### config.mk
export PLATFORM = sky130hd
export DESIGN_NAME = sbus_frame_encoder
export DESIGN_NICKNAME = d
export VERILOG_FILES = /design/src/sfe_pkg.sv /design/src/sfe_cfg.sv /design/src/sfe_map.sv /design/src/sfe_pack.sv /design/src/sbus_frame_encoder.sv
export SDC_FILE = /design/constraint.sdc
export NUM_CORES = 1
export LEC_CHECK = 0
export BUFFER_PORTS_ARGS = -buffer_cell sky130_fd_sc_hd__buf_2
export CORE_ASPECT_RATIO = 1.75
export CORE_MARGIN = 4
export CORE_UTILIZATION = 60
export CTS_CLUSTER_SIZE = 30
export DETAILED_ROUTE_END_ITERATION = 6
export PLACE_DENSITY = 0.79
export SLEW_MARGIN = 20
export SYNTH_ARGS = -nofsm -noshare
export SYNTH_HDL_FRONTEND = slang
export SYNTH_SLANG_ARGS = --single-unit
### constraint.sdc
create_clock -name clk -period 5.75 [get_ports clk]
set_clock_uncertainty 0.2 [all_clocks]
set_input_delay 0.8625 -clock clk [delete_from_list [all_inputs] [get_ports clk]]
set_output_delay 0.8625 -clock clk [all_outputs]
set_load 0.005 [all_outputs]
### src/sfe_pkg.sv
`timescale 1ns / 1ps

package sfe_pkg;

  // frame geometry
  localparam int CHANNEL_COUNT_DEF = 16;
  localparam int VAL_W             = 12;
  localparam int CODE_W            = 11;
  localparam int BYTE_W            = 8;

  // magnitude of the mapping numerator stays below 2**24
  localparam int NUM_MAG_W = 24;
  localparam int MUL_STEPS = CODE_W;
  localparam int DIV_STEPS = NUM_MAG_W;

  localparam logic [BYTE_W-1:0] FRAME_HEADER = 8'h0F;
  localparam logic [BYTE_W-1:0] FRAME_FOOTER = 8'h00;
  localparam int FLAG_LOSS_BIT = 2;
  localparam int FLAG_FS_BIT   = 3;

  // register map, word index
  localparam logic [1:0] REG_IN_MIN  = 2'd0;
  localparam logic [1:0] REG_IN_MAX  = 2'd1;
  localparam logic [1:0] REG_OUT_MIN = 2'd2;
  localparam logic [1:0] REG_OUT_MAX = 2'd3;

  localparam logic [VAL_W-1:0]  IN_MIN_RST  = 12'd1000;
  localparam logic [VAL_W-1:0]  IN_MAX_RST  = 12'd2000;
  localparam logic [CODE_W-1:0] OUT_MIN_RST = 11'd173;
  localparam logic [CODE_W-1:0] OUT_MAX_RST = 11'd1811;

  typedef struct packed {
    logic [VAL_W-1:0]  in_min;
    logic [VAL_W-1:0]  in_max;
    logic [CODE_W-1:0] out_min;
    logic [CODE_W-1:0] out_max;
  } cfg_t;

  typedef struct packed {
    logic              valid;
    logic [CODE_W-1:0] code;
  } map_res_t;

endpackage

### src/sfe_cfg.sv
`timescale 1ns / 1ps

module sfe_cfg import sfe_pkg::*; (
  input  logic        clk,
  input  logic        rst_n,
  input  logic        cfg_psel,
  input  logic        cfg_penable,
  input  logic        cfg_pwrite,
  input  logic [3:0]  cfg_paddr,
  input  logic [31:0] cfg_pwdata,
  output logic [31:0] cfg_prdata,
  output logic        cfg_pready,
  output cfg_t        cfg
);

  cfg_t       cfg_r;
  cfg_t       cfg_nxt;
  logic       wr_en;
  logic [1:0] reg_idx;

  assign cfg_pready = 1'b1;
  assign wr_en      = cfg_psel & cfg_penable & cfg_pwrite & cfg_pready;
  assign reg_idx    = cfg_paddr[3:2];
  assign cfg        = cfg_r;

  always_comb begin
    cfg_nxt = cfg_r;
    if (wr_en) begin
      unique case (reg_idx)
        REG_IN_MIN:  cfg_nxt.in_min  = cfg_pwdata[VAL_W-1:0];
        REG_IN_MAX:  cfg_nxt.in_max  = cfg_pwdata[VAL_W-1:0];
        REG_OUT_MIN: cfg_nxt.out_min = cfg_pwdata[CODE_W-1:0];
        REG_OUT_MAX: cfg_nxt.out_max = cfg_pwdata[CODE_W-1:0];
      endcase
    end
  end

  always_comb begin
    unique case (reg_idx)
      REG_IN_MIN:  cfg_prdata = 32'(cfg_r.in_min);
      REG_IN_MAX:  cfg_prdata = 32'(cfg_r.in_max);
      REG_OUT_MIN: cfg_prdata = 32'(cfg_r.out_min);
      REG_OUT_MAX: cfg_prdata = 32'(cfg_r.out_max);
    endcase
  end

  always_ff @(posedge clk) begin
    if (!rst_n) begin
      cfg_r.in_min  <= IN_MIN_RST;
      cfg_r.in_max  <= IN_MAX_RST;
      cfg_r.out_min <= OUT_MIN_RST;
      cfg_r.out_max <= OUT_MAX_RST;
    end else begin
      cfg_r <= cfg_nxt;
    end
  end

endmodule

### src/sfe_map.sv
`timescale 1ns / 1ps

module sfe_map import sfe_pkg::*; (
  input  logic             clk,
  input  logic             rst_n,
  input  logic             start,
  input  logic [VAL_W-1:0] in_value,
  input  cfg_t             cfg,
  output map_res_t         res
);

  localparam int ACC_W = NUM_MAG_W + 1;

  localparam logic [2:0] M_IDLE = 3'd0;
  localparam logic [2:0] M_MUL  = 3'd1;
  localparam logic [2:0] M_PREP = 3'd2;
  localparam logic [2:0] M_DIV  = 3'd3;
  localparam logic [2:0] M_FIN  = 3'd4;

  logic [2:0]           st_r, st_nxt;
  logic [4:0]           step_r, step_nxt;
  logic                 vld_r, vld_nxt;

  logic [ACC_W-1:0]     acc_r, acc_nxt;
  logic [ACC_W-1:0]     a1s_r, a1s_nxt;
  logic [ACC_W-1:0]     a2s_r, a2s_nxt;
  logic [CODE_W-1:0]    m1_r, m1_nxt;
  logic [CODE_W-1:0]    m2_r, m2_nxt;
  logic [VAL_W:0]       den_r, den_nxt;
  logic [NUM_MAG_W-1:0] dvd_r, dvd_nxt;
  logic [VAL_W-1:0]     dmag_r, dmag_nxt;
  logic [VAL_W-1:0]     rem_r, rem_nxt;
  logic [CODE_W-1:0]    quo_r, quo_nxt;
  logic [CODE_W-1:0]    code_r, code_nxt;
  logic                 neg_r, neg_nxt;

  // operand set-up
  logic [VAL_W:0]       diff_w;
  logic [CODE_W:0]      span_w;
  logic [VAL_W:0]       den_w;
  logic [VAL_W:0]       a1_w;
  logic [CODE_W:0]      span_neg_w;
  logic [VAL_W:0]       den_neg_w;

  // per-step datapath
  logic [ACC_W-1:0]     add1_w, add2_w;
  logic [ACC_W-1:0]     acc_abs_w;
  logic [VAL_W:0]       trial_w, sub_w;
  logic                 ge_w;

  assign diff_w     = {1'b0, in_value} - {1'b0, cfg.in_min};
  assign span_w     = {1'b0, cfg.out_max} - {1'b0, cfg.out_min};
  assign den_w      = {1'b0, cfg.in_max} - {1'b0, cfg.in_min};
  assign span_neg_w = -span_w;
  // sign of the span moves onto the other factor so the multiplier bits are unsigned
  assign a1_w       = span_w[CODE_W] ? -diff_w : diff_w;

  assign add1_w     = m1_r[0] ? a1s_r : '0;
  assign add2_w     = m2_r[0] ? a2s_r : '0;
  assign acc_abs_w  = acc_r[ACC_W-1] ? -acc_r : acc_r;
  assign den_neg_w  = -den_r;

  assign trial_w    = {rem_r, dvd_r[NUM_MAG_W-1]};
  assign ge_w       = trial_w >= {1'b0, dmag_r};
  assign sub_w      = trial_w - {1'b0, dmag_r};

  assign res.valid  = vld_r;
  assign res.code   = code_r;

  always_comb begin
    st_nxt   = st_r;
    step_nxt = step_r;
    vld_nxt  = vld_r;
    acc_nxt  = acc_r;
    a1s_nxt  = a1s_r;
    a2s_nxt  = a2s_r;
    m1_nxt   = m1_r;
    m2_nxt   = m2_r;
    den_nxt  = den_r;
    dvd_nxt  = dvd_r;
    dmag_nxt = dmag_r;
    rem_nxt  = rem_r;
    quo_nxt  = quo_r;
    code_nxt = code_r;
    neg_nxt  = neg_r;
    unique case (st_r)
      M_IDLE: begin
        if (start) begin
          vld_nxt  = 1'b0;
          den_nxt  = den_w;
          acc_nxt  = '0;
          a1s_nxt  = {{(ACC_W-VAL_W-1){a1_w[VAL_W]}}, a1_w};
          a2s_nxt  = {{(ACC_W-VAL_W-1){den_w[VAL_W]}}, den_w};
          m1_nxt   = span_w[CODE_W] ? span_neg_w[CODE_W-1:0] : span_w[CODE_W-1:0];
          m2_nxt   = cfg.out_min;
          step_nxt = '0;
          if (den_w == '0) begin
            // equal input bounds map everything to out_min
            code_nxt = cfg.out_min;
            vld_nxt  = 1'b1;
          end else begin
            st_nxt = M_MUL;
          end
        end
      end
      M_MUL: begin
        // one multiplier bit of each product per cycle
        acc_nxt  = acc_r + add1_w + add2_w;
        a1s_nxt  = {a1s_r[ACC_W-2:0], 1'b0};
        a2s_nxt  = {a2s_r[ACC_W-2:0], 1'b0};
        m1_nxt   = {1'b0, m1_r[CODE_W-1:1]};
        m2_nxt   = {1'b0, m2_r[CODE_W-1:1]};
        step_nxt = step_r + 5'd1;
        if (step_r == 5'(MUL_STEPS - 1)) begin
          st_nxt = M_PREP;
        end
      end
      M_PREP: begin
        neg_nxt  = acc_r[ACC_W-1] ^ den_r[VAL_W];
        dvd_nxt  = acc_abs_w[NUM_MAG_W-1:0];
        dmag_nxt = den_r[VAL_W] ? den_neg_w[VAL_W-1:0] : den_r[VAL_W-1:0];
        rem_nxt  = '0;
        quo_nxt  = '0;
        step_nxt = '0;
        st_nxt   = M_DIV;
      end
      M_DIV: begin
        // restoring division, one quotient bit per cycle; only the low code bits are kept
        rem_nxt  = ge_w ? sub_w[VAL_W-1:0] : trial_w[VAL_W-1:0];
        quo_nxt  = {quo_r[CODE_W-2:0], ge_w};
        dvd_nxt  = {dvd_r[NUM_MAG_W-2:0], 1'b0};
        step_nxt = step_r + 5'd1;
        if (step_r == 5'(DIV_STEPS - 1)) begin
          st_nxt = M_FIN;
        end
      end
      M_FIN: begin
        code_nxt = neg_r ? -quo_r : quo_r;
        vld_nxt  = 1'b1;
        st_nxt   = M_IDLE;
      end
      default: begin
        st_nxt = M_IDLE;
      end
    endcase
  end

  always_ff @(posedge clk) begin
    if (!rst_n) begin
      st_r   <= M_IDLE;
      step_r <= '0;
      vld_r  <= 1'b0;
    end else begin
      st_r   <= st_nxt;
      step_r <= step_nxt;
      vld_r  <= vld_nxt;
    end
  end

  always_ff @(posedge clk) begin
    acc_r  <= acc_nxt;
    a1s_r  <= a1s_nxt;
    a2s_r  <= a2s_nxt;
    m1_r   <= m1_nxt;
    m2_r   <= m2_nxt;
    den_r  <= den_nxt;
    dvd_r  <= dvd_nxt;
    dmag_r <= dmag_nxt;
    rem_r  <= rem_nxt;
    quo_r  <= quo_nxt;
    code_r <= code_nxt;
    neg_r  <= neg_nxt;
  end

endmodule

### src/sfe_pack.sv
`timescale 1ns / 1ps

module sfe_pack import sfe_pkg::*; #(
  parameter int CHANNEL_COUNT = CHANNEL_COUNT_DEF
) (
  input  logic              clk,
  input  logic              rst_n,
  input  logic              in_tvalid,
  output logic              in_tready,
  input  logic [1:0]        in_tuser,
  output logic              map_start,
  input  map_res_t          map_res,
  output logic              out_tvalid,
  input  logic              out_tready,
  output logic [BYTE_W-1:0] out_tdata,
  output logic              out_tlast,
  output logic              out_tuser
);

  localparam int IDX_W = $clog2(CHANNEL_COUNT);
  localparam logic [IDX_W-1:0] LAST_IDX = IDX_W'(CHANNEL_COUNT - 1);
  localparam logic [3:0] BITS_PER_CODE = 4'(CODE_W);
  localparam logic [3:0] BITS_PER_BYTE = 4'(BYTE_W);
  localparam logic [2:0] FILL_FULL     = 3'(BYTE_W - 1);

  localparam logic [2:0] ST_IDLE = 3'd0;
  localparam logic [2:0] ST_HDR  = 3'd1;
  localparam logic [2:0] ST_WAIT = 3'd2;
  localparam logic [2:0] ST_BITS = 3'd3;
  localparam logic [2:0] ST_FLAG = 3'd4;
  localparam logic [2:0] ST_FOOT = 3'd5;

  logic [2:0]        st_r, st_nxt;
  logic [IDX_W-1:0]  idx_r, idx_nxt;
  logic [3:0]        bcnt_r, bcnt_nxt;
  logic [2:0]        fill_r, fill_nxt;
  logic              ov_r, ov_nxt;
  logic [1:0]        flags_r, flags_nxt;
  logic [CODE_W-1:0] sh_r, sh_nxt;
  logic [BYTE_W-1:0] asm_r, asm_nxt;
  logic [BYTE_W-1:0] od_r, od_nxt;
  logic              ol_r, ol_nxt;
  logic              oe_r, oe_nxt;

  logic              slot_free;
  logic              last_ch;

  assign in_tready  = (st_r == ST_IDLE);
  assign map_start  = in_tvalid & in_tready;
  assign slot_free  = ~ov_r | out_tready;
  assign last_ch    = (idx_r == LAST_IDX);

  assign out_tvalid = ov_r;
  assign out_tdata  = od_r;
  assign out_tlast  = ol_r;
  assign out_tuser  = oe_r;

  always_comb begin
    logic [BYTE_W-1:0] flag_byte;
    flag_byte = '0;
    flag_byte[FLAG_LOSS_BIT] = flags_r[0];
    flag_byte[FLAG_FS_BIT]   = flags_r[1];

    st_nxt    = st_r;
    idx_nxt   = idx_r;
    bcnt_nxt  = bcnt_r;
    fill_nxt  = fill_r;
    flags_nxt = flags_r;
    sh_nxt    = sh_r;
    asm_nxt   = asm_r;
    ov_nxt    = ov_r & ~out_tready;
    od_nxt    = od_r;
    ol_nxt    = ol_r;
    oe_nxt    = oe_r;

    unique case (st_r)
      ST_IDLE: begin
        if (in_tvalid) begin
          flags_nxt = in_tuser;
          st_nxt    = (idx_r == '0) ? ST_HDR : ST_WAIT;
        end
      end
      ST_HDR: begin
        if (slot_free) begin
          ov_nxt = 1'b1;
          od_nxt = FRAME_HEADER;
          ol_nxt = 1'b0;
          oe_nxt = 1'b0;
          st_nxt = ST_WAIT;
        end
      end
      ST_WAIT: begin
        if (map_res.valid) begin
          sh_nxt   = map_res.code;
          bcnt_nxt = BITS_PER_CODE;
          st_nxt   = ST_BITS;
        end
      end
      ST_BITS: begin
        // one code bit per cycle into the byte assembler, lsb first, unless a full byte waits for a free output slot
        if ((fill_r != FILL_FULL) || slot_free) begin
          asm_nxt  = {sh_r[0], asm_r[BYTE_W-1:1]};
          sh_nxt   = {1'b0, sh_r[CODE_W-1:1]};
          fill_nxt = fill_r + 3'd1;
          bcnt_nxt = bcnt_r - 4'd1;
          if (fill_r == FILL_FULL) begin
            ov_nxt = 1'b1;
            od_nxt = {sh_r[0], asm_r[BYTE_W-1:1]};
            // no further byte completes from this code; on the last channel the footer carries tlast
            ol_nxt = (bcnt_r <= BITS_PER_BYTE) & ~last_ch;
            oe_nxt = 1'b0;
          end
          if (bcnt_r == 4'd1) begin
            if (last_ch) begin
              st_nxt = ST_FLAG;
            end else begin
              idx_nxt = idx_r + IDX_W'(1);
              st_nxt  = ST_IDLE;
            end
          end
        end
      end
      ST_FLAG: begin
        if (slot_free) begin
          ov_nxt = 1'b1;
          od_nxt = flag_byte;
          ol_nxt = 1'b0;
          oe_nxt = 1'b0;
          st_nxt = ST_FOOT;
        end
      end
      ST_FOOT: begin
        if (slot_free) begin
          ov_nxt   = 1'b1;
          od_nxt   = FRAME_FOOTER;
          ol_nxt   = 1'b1;
          oe_nxt   = 1'b1;
          idx_nxt  = '0;
          fill_nxt = '0;
          st_nxt   = ST_IDLE;
        end
      end
      default: begin
        st_nxt = ST_IDLE;
      end
    endcase
  end

  always_ff @(posedge clk) begin
    if (!rst_n) begin
      st_r   <= ST_IDLE;
      idx_r  <= '0;
      bcnt_r <= '0;
      fill_r <= '0;
      ov_r   <= 1'b0;
    end else begin
      st_r   <= st_nxt;
      idx_r  <= idx_nxt;
      bcnt_r <= bcnt_nxt;
      fill_r <= fill_nxt;
      ov_r   <= ov_nxt;
    end
  end

  always_ff @(posedge clk) begin
    flags_r <= flags_nxt;
    sh_r    <= sh_nxt;
    asm_r   <= asm_nxt;
    od_r    <= od_nxt;
    ol_r    <= ol_nxt;
    oe_r    <= oe_nxt;
  end

endmodule

### src/sbus_frame_encoder.sv
`timescale 1ns / 1ps

// channel  direction  handshake                   payload
// in_      slave      in_tvalid / in_tready        in_tdata: channel value; in_tuser: flags
// out_     master     out_tvalid / out_tready      out_tdata: frame byte; tlast, tuser
// cfg_     apb slave  psel, penable, pwrite        in_min, in_max, out_min, out_max
//
// an item passes through start, 11 multiplier and 24 divider steps, set-up, finish,
// the load of the code into the packer and one packer step per code bit, with the
// header before the first channel and the flag byte and footer after the last; equal
// input bounds skip the arithmetic; synchronous reset
// in_tready is high only while the sequencer is idle; a stalled out_ side holds the
// bit packer at the next complete byte, and an item may be taken while a byte waits

module sbus_frame_encoder import sfe_pkg::*; #(
  parameter int CHANNEL_COUNT = CHANNEL_COUNT_DEF
) (
  input  logic        clk,
  input  logic        rst_n,

  input  logic        in_tvalid,
  output logic        in_tready,
  input  logic [15:0] in_tdata,     // [11:0] channel_value, [15:12] zero
  input  logic [1:0]  in_tuser,     // [0] signal_loss, [1] failsafe

  output logic        out_tvalid,
  input  logic        out_tready,
  output logic [7:0]  out_tdata,    // [7:0] frame_byte
  output logic        out_tlast,    // last byte caused by the current item
  output logic        out_tuser,    // [0] frame_end, footer byte

  input  logic        cfg_psel,
  input  logic        cfg_penable,
  input  logic        cfg_pwrite,
  input  logic [3:0]  cfg_paddr,
  input  logic [31:0] cfg_pwdata,
  output logic [31:0] cfg_prdata,
  output logic        cfg_pready
);

  cfg_t     cfg;
  map_res_t map_res;
  logic     map_start;

  // register file: in_min at 0x0, in_max at 0x4, out_min at 0x8, out_max at 0xc
  sfe_cfg u_cfg (
    .clk         (clk),
    .rst_n       (rst_n),
    .cfg_psel    (cfg_psel),
    .cfg_penable (cfg_penable),
    .cfg_pwrite  (cfg_pwrite),
    .cfg_paddr   (cfg_paddr),
    .cfg_pwdata  (cfg_pwdata),
    .cfg_prdata  (cfg_prdata),
    .cfg_pready  (cfg_pready),
    .cfg         (cfg)
  );

  // linear map to an 11-bit code: shift-add products, then a restoring divide
  // truncated toward zero, low 11 bits kept
  sfe_map u_map (
    .clk      (clk),
    .rst_n    (rst_n),
    .start    (map_start),
    .in_value (in_tdata[VAL_W-1:0]),
    .cfg      (cfg),
    .res      (map_res)
  );

  // frame sequencer: header before the first channel, code bits packed lsb first
  // into bytes, flag byte and footer after the last channel
  sfe_pack #(
    .CHANNEL_COUNT (CHANNEL_COUNT)
  ) u_pack (
    .clk        (clk),
    .rst_n      (rst_n),
    .in_tvalid  (in_tvalid),
    .in_tready  (in_tready),
    .in_tuser   (in_tuser),
    .map_start  (map_start),
    .map_res    (map_res),
    .out_tvalid (out_tvalid),
    .out_tready (out_tready),
    .out_tdata  (out_tdata),
    .out_tlast  (out_tlast),
    .out_tuser  (out_tuser)
  );

endmodule

After elaboration in Yosys (flattened, before gate mapping)
Index checks and enable logic that the tools add are counted.
{"block": "totals", "register_bits": 282, "input_bits": 61, "output_inout_bits": 45, "elab_cells": 201}
{"block": "op_classes", "add_sub_neg": 15, "n_lt_le_gt_ge": 2, "eq_ne": 33, "muxes": 76, "n_bitwise": 10, "n_reduce_logical": 35}
{"cell": "25-bit one-hot mux with 2 select lines", "n": 3}
{"cell": "32-bit one-hot mux with 4 select lines", "n": 1}
{"cell": "25-bit 2-to-1 mux", "n": 5}
{"cell": "11-bit one-hot mux with 2 select lines", "n": 5}
{"cell": "11-bit 2-to-1 mux", "n": 8}
{"cell": "25-bit adder", "n": 2}
{"cell": "24-bit one-hot mux with 2 select lines", "n": 1}
{"cell": "8-bit 2-to-1 mux", "n": 5}
{"cell": "3-bit 2-to-1 mux", "n": 13}
{"cell": "8-bit one-hot mux with 4 select lines", "n": 1}
{"cell": "12-bit by 12-bit subtractor with 13-bit output", "n": 2}
{"cell": "12-bit 2-to-1 mux", "n": 2}
{"cell": "24-bit 2-to-1 mux", "n": 1}
{"cell": "4-bit 2-to-1 mux", "n": 6}
{"cell": "24-bit negation", "n": 1}
{"cell": "12-bit one-hot mux with 2 select lines", "n": 1}
{"cell": "11-bit negation", "n": 2}
{"cell": "2-bit by 1-bit inequality test with 1-bit output, second input constant", "n": 10}
{"cell": "2-bit AND reduction", "n": 10}
{"cell": "3-bit one-hot mux with 6 select lines", "n": 1}
{"cell": "4-bit one-hot mux with 2 select lines", "n": 2}
{"cell": "5-bit one-hot mux with 3 select lines", "n": 1}
{"cell": "13-bit by 12-bit greater-or-equal comparator with 1-bit output", "n": 1}
{"cell": "13-bit logical NOT", "n": 1}
{"cell": "other kinds (46)", "n": 86}

Longest topological paths before layout
{"block": "logic_depth", "ltp_word": 6, "ltp_mapped": 16, "depth_no_buf": 14}

Hierarchy
Synthesis repeated with hierarchy kept, for this count alone.
{"block": "hier_totals", "hier_cells": 1706, "area_unflattened_um2": 17336.6}
{"mod": "sfe_map", "n_inst": 1, "cells_per_inst": 1291, "area_each_um2": 12932.4, "seq_area_each_um2": 5615.4}
{"mod": "sfe_cfg", "n_inst": 1, "cells_per_inst": 221, "area_each_um2": 2303.5, "seq_area_each_um2": 920.9}
{"mod": "sfe_pack", "n_inst": 1, "cells_per_inst": 194, "area_each_um2": 2100.8, "seq_area_each_um2": 1201.2}

Worst setup path after synthesis
Ideal clock, no wire load.
{"block": "synth_timing", "path_kind": "register to register", "startpoint": "register u_map.m1_r[0]", "endpoint": "register u_map.acc_r[23] (data pin)", "setup_ns": 0.266, "arrival_ns": 3.587, "t_required_ns": 5.284, "setup_slack_ns": 1.697, "path_stages_with_launch": 17, "path_buffers": 2, "synth_period_minus_slack_ns": 4.053, "path_cell_list": "edfxtp_1 > clkbuf_1 > clkbuf_1 > nand2_1 > fa_1 > inv_1 > ha_1 > fa_1 > a21o_1 > a21oi_1 > or4_1 > nand3_1 > a41o_1 > a311oi_1 > a21oi_1 > xnor2_1 > nor2_1"}
{"block": "synth_between", "elab_chain_len": 4}
{"element": "start, declared", "line": "sfe_map.sv:27", "text": "logic [CODE_W-1:0] m1_r, m1_nxt;"}
{"element": "start signal, assigned", "line": "sfe_map.sv:164", "text": "m1_r <= m1_nxt;"}
{"element": "25-bit 2-to-1 mux", "line": "sfe_map.sv:58", "text": "assign add1_w = m1_r[0] ? a1s_r : '0;"}
{"element": "25-bit adder (2 in a row)", "line": "sfe_map.sv:108", "text": "acc_nxt = acc_r + add1_w + add2_w;"}
{"element": "25-bit one-hot mux with 2 select lines", "line": "sfe_map.sv:86", "text": "unique case (st_r)"}
{"element": "end signal, assigned", "line": "sfe_map.sv:161", "text": "acc_r <= acc_nxt;"}
{"element": "end, declared", "line": "sfe_map.sv:24", "text": "logic [ACC_W-1:0] acc_r, acc_nxt;"}
Every way passes these cells.
A chain may end at the register's enable or synchronous reset.

Worst setup path after layout
Same ends and word-level chain as after synthesis.

==> results_dict.tcl <==
set metrics [dict create \
    detail-route-antenna-nets 0 \
    gp_congestion 0.8989 \
    ys_types 82 \
    yosysWarningCount 0 \
    ios 106 \
    startpoint_type "register" \
    drtPass1Iterations 5 \
    rsz0062_at_grt "no" \
    portBuffers 58 \
    cap_violations 0 \
    synth_most_common_cell "nand2_1" \
    fillCellCount 2247 \
    synth-seq-area-share_pct 45.38 \
    drcViolationCount 0 \
    vias_per_cell 5.688 \
    required_ns 5.84 \
    fmaxAchievable_mhz 222.4 \
    chipWidth_um 135.4 \
    die-area_mm2 0.03128 \
    vias 12530 \
    worst_pin_slew_ns 1.098 \
    row_count 81 \
    dp_slack_ns 0.9960 \
    grt_pass1_vias 12658 \
    post_cts_resized 0 \
    synthTopCellsByArea "edfxtp_1 (37%), dfxtp_1 (8.2%), nand2_1 (7.1%)" \
    clk_latency_ns 0.56 \
    antenna_cells 0 \
    drive_gt1_share_pct 8.579 \
    netlist_area_mm2 0.01705 \
    synth_ff_type "edfxtp_1" \
    synth_top_area_share_pct 37.16 \
    fin_ws_ns 1.253 \
    slew_headroom_pct 26.55 \
    cts_buffer_depth 3 \
    syn_inst 1784 \
    drtIter0Drc 852 \
    grt.overflow.total 0 \
    cts_buffers 26 \
    routed_wl_um 37130 \
    ys_async_sr_fraction_pct 0 \
    timing.final.max_slew_violations 0 \
    postCtsHoldBufs 0 \
    cts_tree "yes" \
    die_y_um 231.0 \
    grt_use_total_pct 24.34 \
    nNetsFinal 1984 \
    grt_max_degree 100 \
    status "complete, no violations" \
    leakagePower_nw 7.588 \
    min_period_ns 4.497 \
    setup.worst_path.end_class "register" \
    hold_path_class "reg -> reg" \
    path_clk_slew_ns 0.07 \
    grt_pass1_wl_um 61680 \
    cts.sink_count 281 \
    ctsHtreeMaxLevel 1 \
    fin_setup_tns_ns 0 \
    wire_per_inst_um 16.85 \
    synth.avg_cell_area_um2 9.557 \
    fin_crit_sh_pct 78.21 \
    netlist_top_cells_count "nand2_1 (323), edfxtp_1 (211), inv_1 (141)" \
    yosysTopAreaCell "edfxtp_1" \
    synth_edf_count 211 \
    area_growth_pct 8.183 \
    p_per_area_mw_per_mm2 511.2 \
    crit_fanout 16 \
    initial_core_util_pct 60.95 \
    antenna_found_initial 0 \
    arrival_ns 4.59 \
    ys_ff_latch 281 \
    place_hpwl_um 27650 \
    crit_type "reg -> reg" \
    ir_worst_vdd_uv 282.3 \
    root_buffer "clkbuf_16" \
    finalHoldViolCount 0 \
    fp.coreArea_mm2 0.02797 \
    setup_viol 0 \
    post-cts-setup-buffer-count 0 \
]
## layer usage
metal	wire (um)	part of all wire, %	up-vias	GRT usage [%]
met2	19980	54	349	45.43
met5	0	0	-	0
met4	2049	5.5	0	12.07
li1	-	-	6182	-
met1	13520	36	5901	27.07
met3	1581	4.3	98	2.442
## final cells by class
cell class	count	area (um2)	share of cell area [%]
clock buffers	35	715.7	3.880
clock inverters	13	155.1	0.8412
inverters	145	544.3	2.951
multi-input cells	1282	8412	45.61
flip-flops and latches	281	7737	41.95
well taps	373	466.7	2.530
repair buffers	74	412.9	2.239
## state kept, by name, indices dropped and copies added (netlist names), 11 cells and up
signal,cells
u_map.code_r,11
u_map.den_r,13
u_map.a1s_r,25
u_map.acc_r,25
u_map.m1_r,11
u_map.m2_r,11
u_map.a2s_r,25
u_map.dmag_r,12
u_map.quo_r,11
u_map.rem_r,12
u_pack.sh_r,11
u_cfg.cfg,46
u_map.dvd_r,24
## per-stage QoR
| stage | util, % | power [mW] | std cells | cell area [um2] | hold WS, ns |
|---|---|---|---|---|---|
| 6_report | 65.94 | 9.428 | 2203 | 18440 | 0.2413 |
| 3_3_place_gp | 62.82 | 7.501 | 2155 | 17570 | 0.2245 |
| 3_5_place_dp | 62.82 | 7.667 | 2155 | 17570 | 0.2361 |
| 5_1_grt | 65.94 | 10.22 | 2203 | 18440 | 0.2514 |
| 2_1_floorplan | - | 6.773 | 1803 | 17120 | 0.2174 |
| 4_1_cts | 65.93 | 9.467 | 2203 | 18440 | 0.2458 |
## final timing paths
check / from / end / slack [ns] / cells past startpoint
max: u_map.m1_r[0] / u_map.acc_r[23] / 1.25 / 14
min: u_pack.asm_r[7] / u_pack.asm_r[6] / 0.24 / 0
max reg2reg: u_map.m1_r[0] / u_map.acc_r[23] / 1.25 / 14
min reg2reg: u_pack.asm_r[7] / u_pack.asm_r[6] / 0.24 / 0
## cell usage in the layout (no fill, tap or decap), drive strengths merged, types with 47 or more instances in the layout
master  synthesis  final
xor2           47     47
nand2         323    323
a21oi          61     61
nor2          135    135
edfxtp        211    211
dfxtp          70     70
ha             84     84
buf            29     74
inv           145    145
o21ai         121    121
xnor2          69     69
## critical path: stages (launching register included)
cell,delay [ns]
edfxtp_1,0.66
nand2_1,0.20
fa_1,0.52
inv_1,0.04
ha_1,0.22
fa_1,0.43
a21o_1,0.18
a21oi_1,0.24
or4_1,0.18
nand3_1,0.15
a41o_1,0.36
a311oi_1,0.48
a21oi_1,0.16
xnor2_1,0.16
nor2_1,0.05
## logic make-up after synthesis
family	count (synthesis)	synth area share (%)
adder cells (fa/ha/maj)	113	9.570
flip-flops	281	45.38
other	2	0.04405
AO/OA/AOI/OAI	368	14.11
multiplexers	26	2.341
buffers and inverters	240	5.812
XOR/XNOR	116	6.003
AND/OR/NAND/NOR	638	16.74
## report_power, final
group          internal (mW)  switching, mW  total, mW  leakage (nW)
clock network           1.01          0.768       1.78         0.424
registers               3.03          0.353       3.39          2.55
logic                   1.71           2.55       4.26          4.62
total                   5.76           3.67       9.43          7.59
No activity file was read; power rests on OpenSTA's default activity.
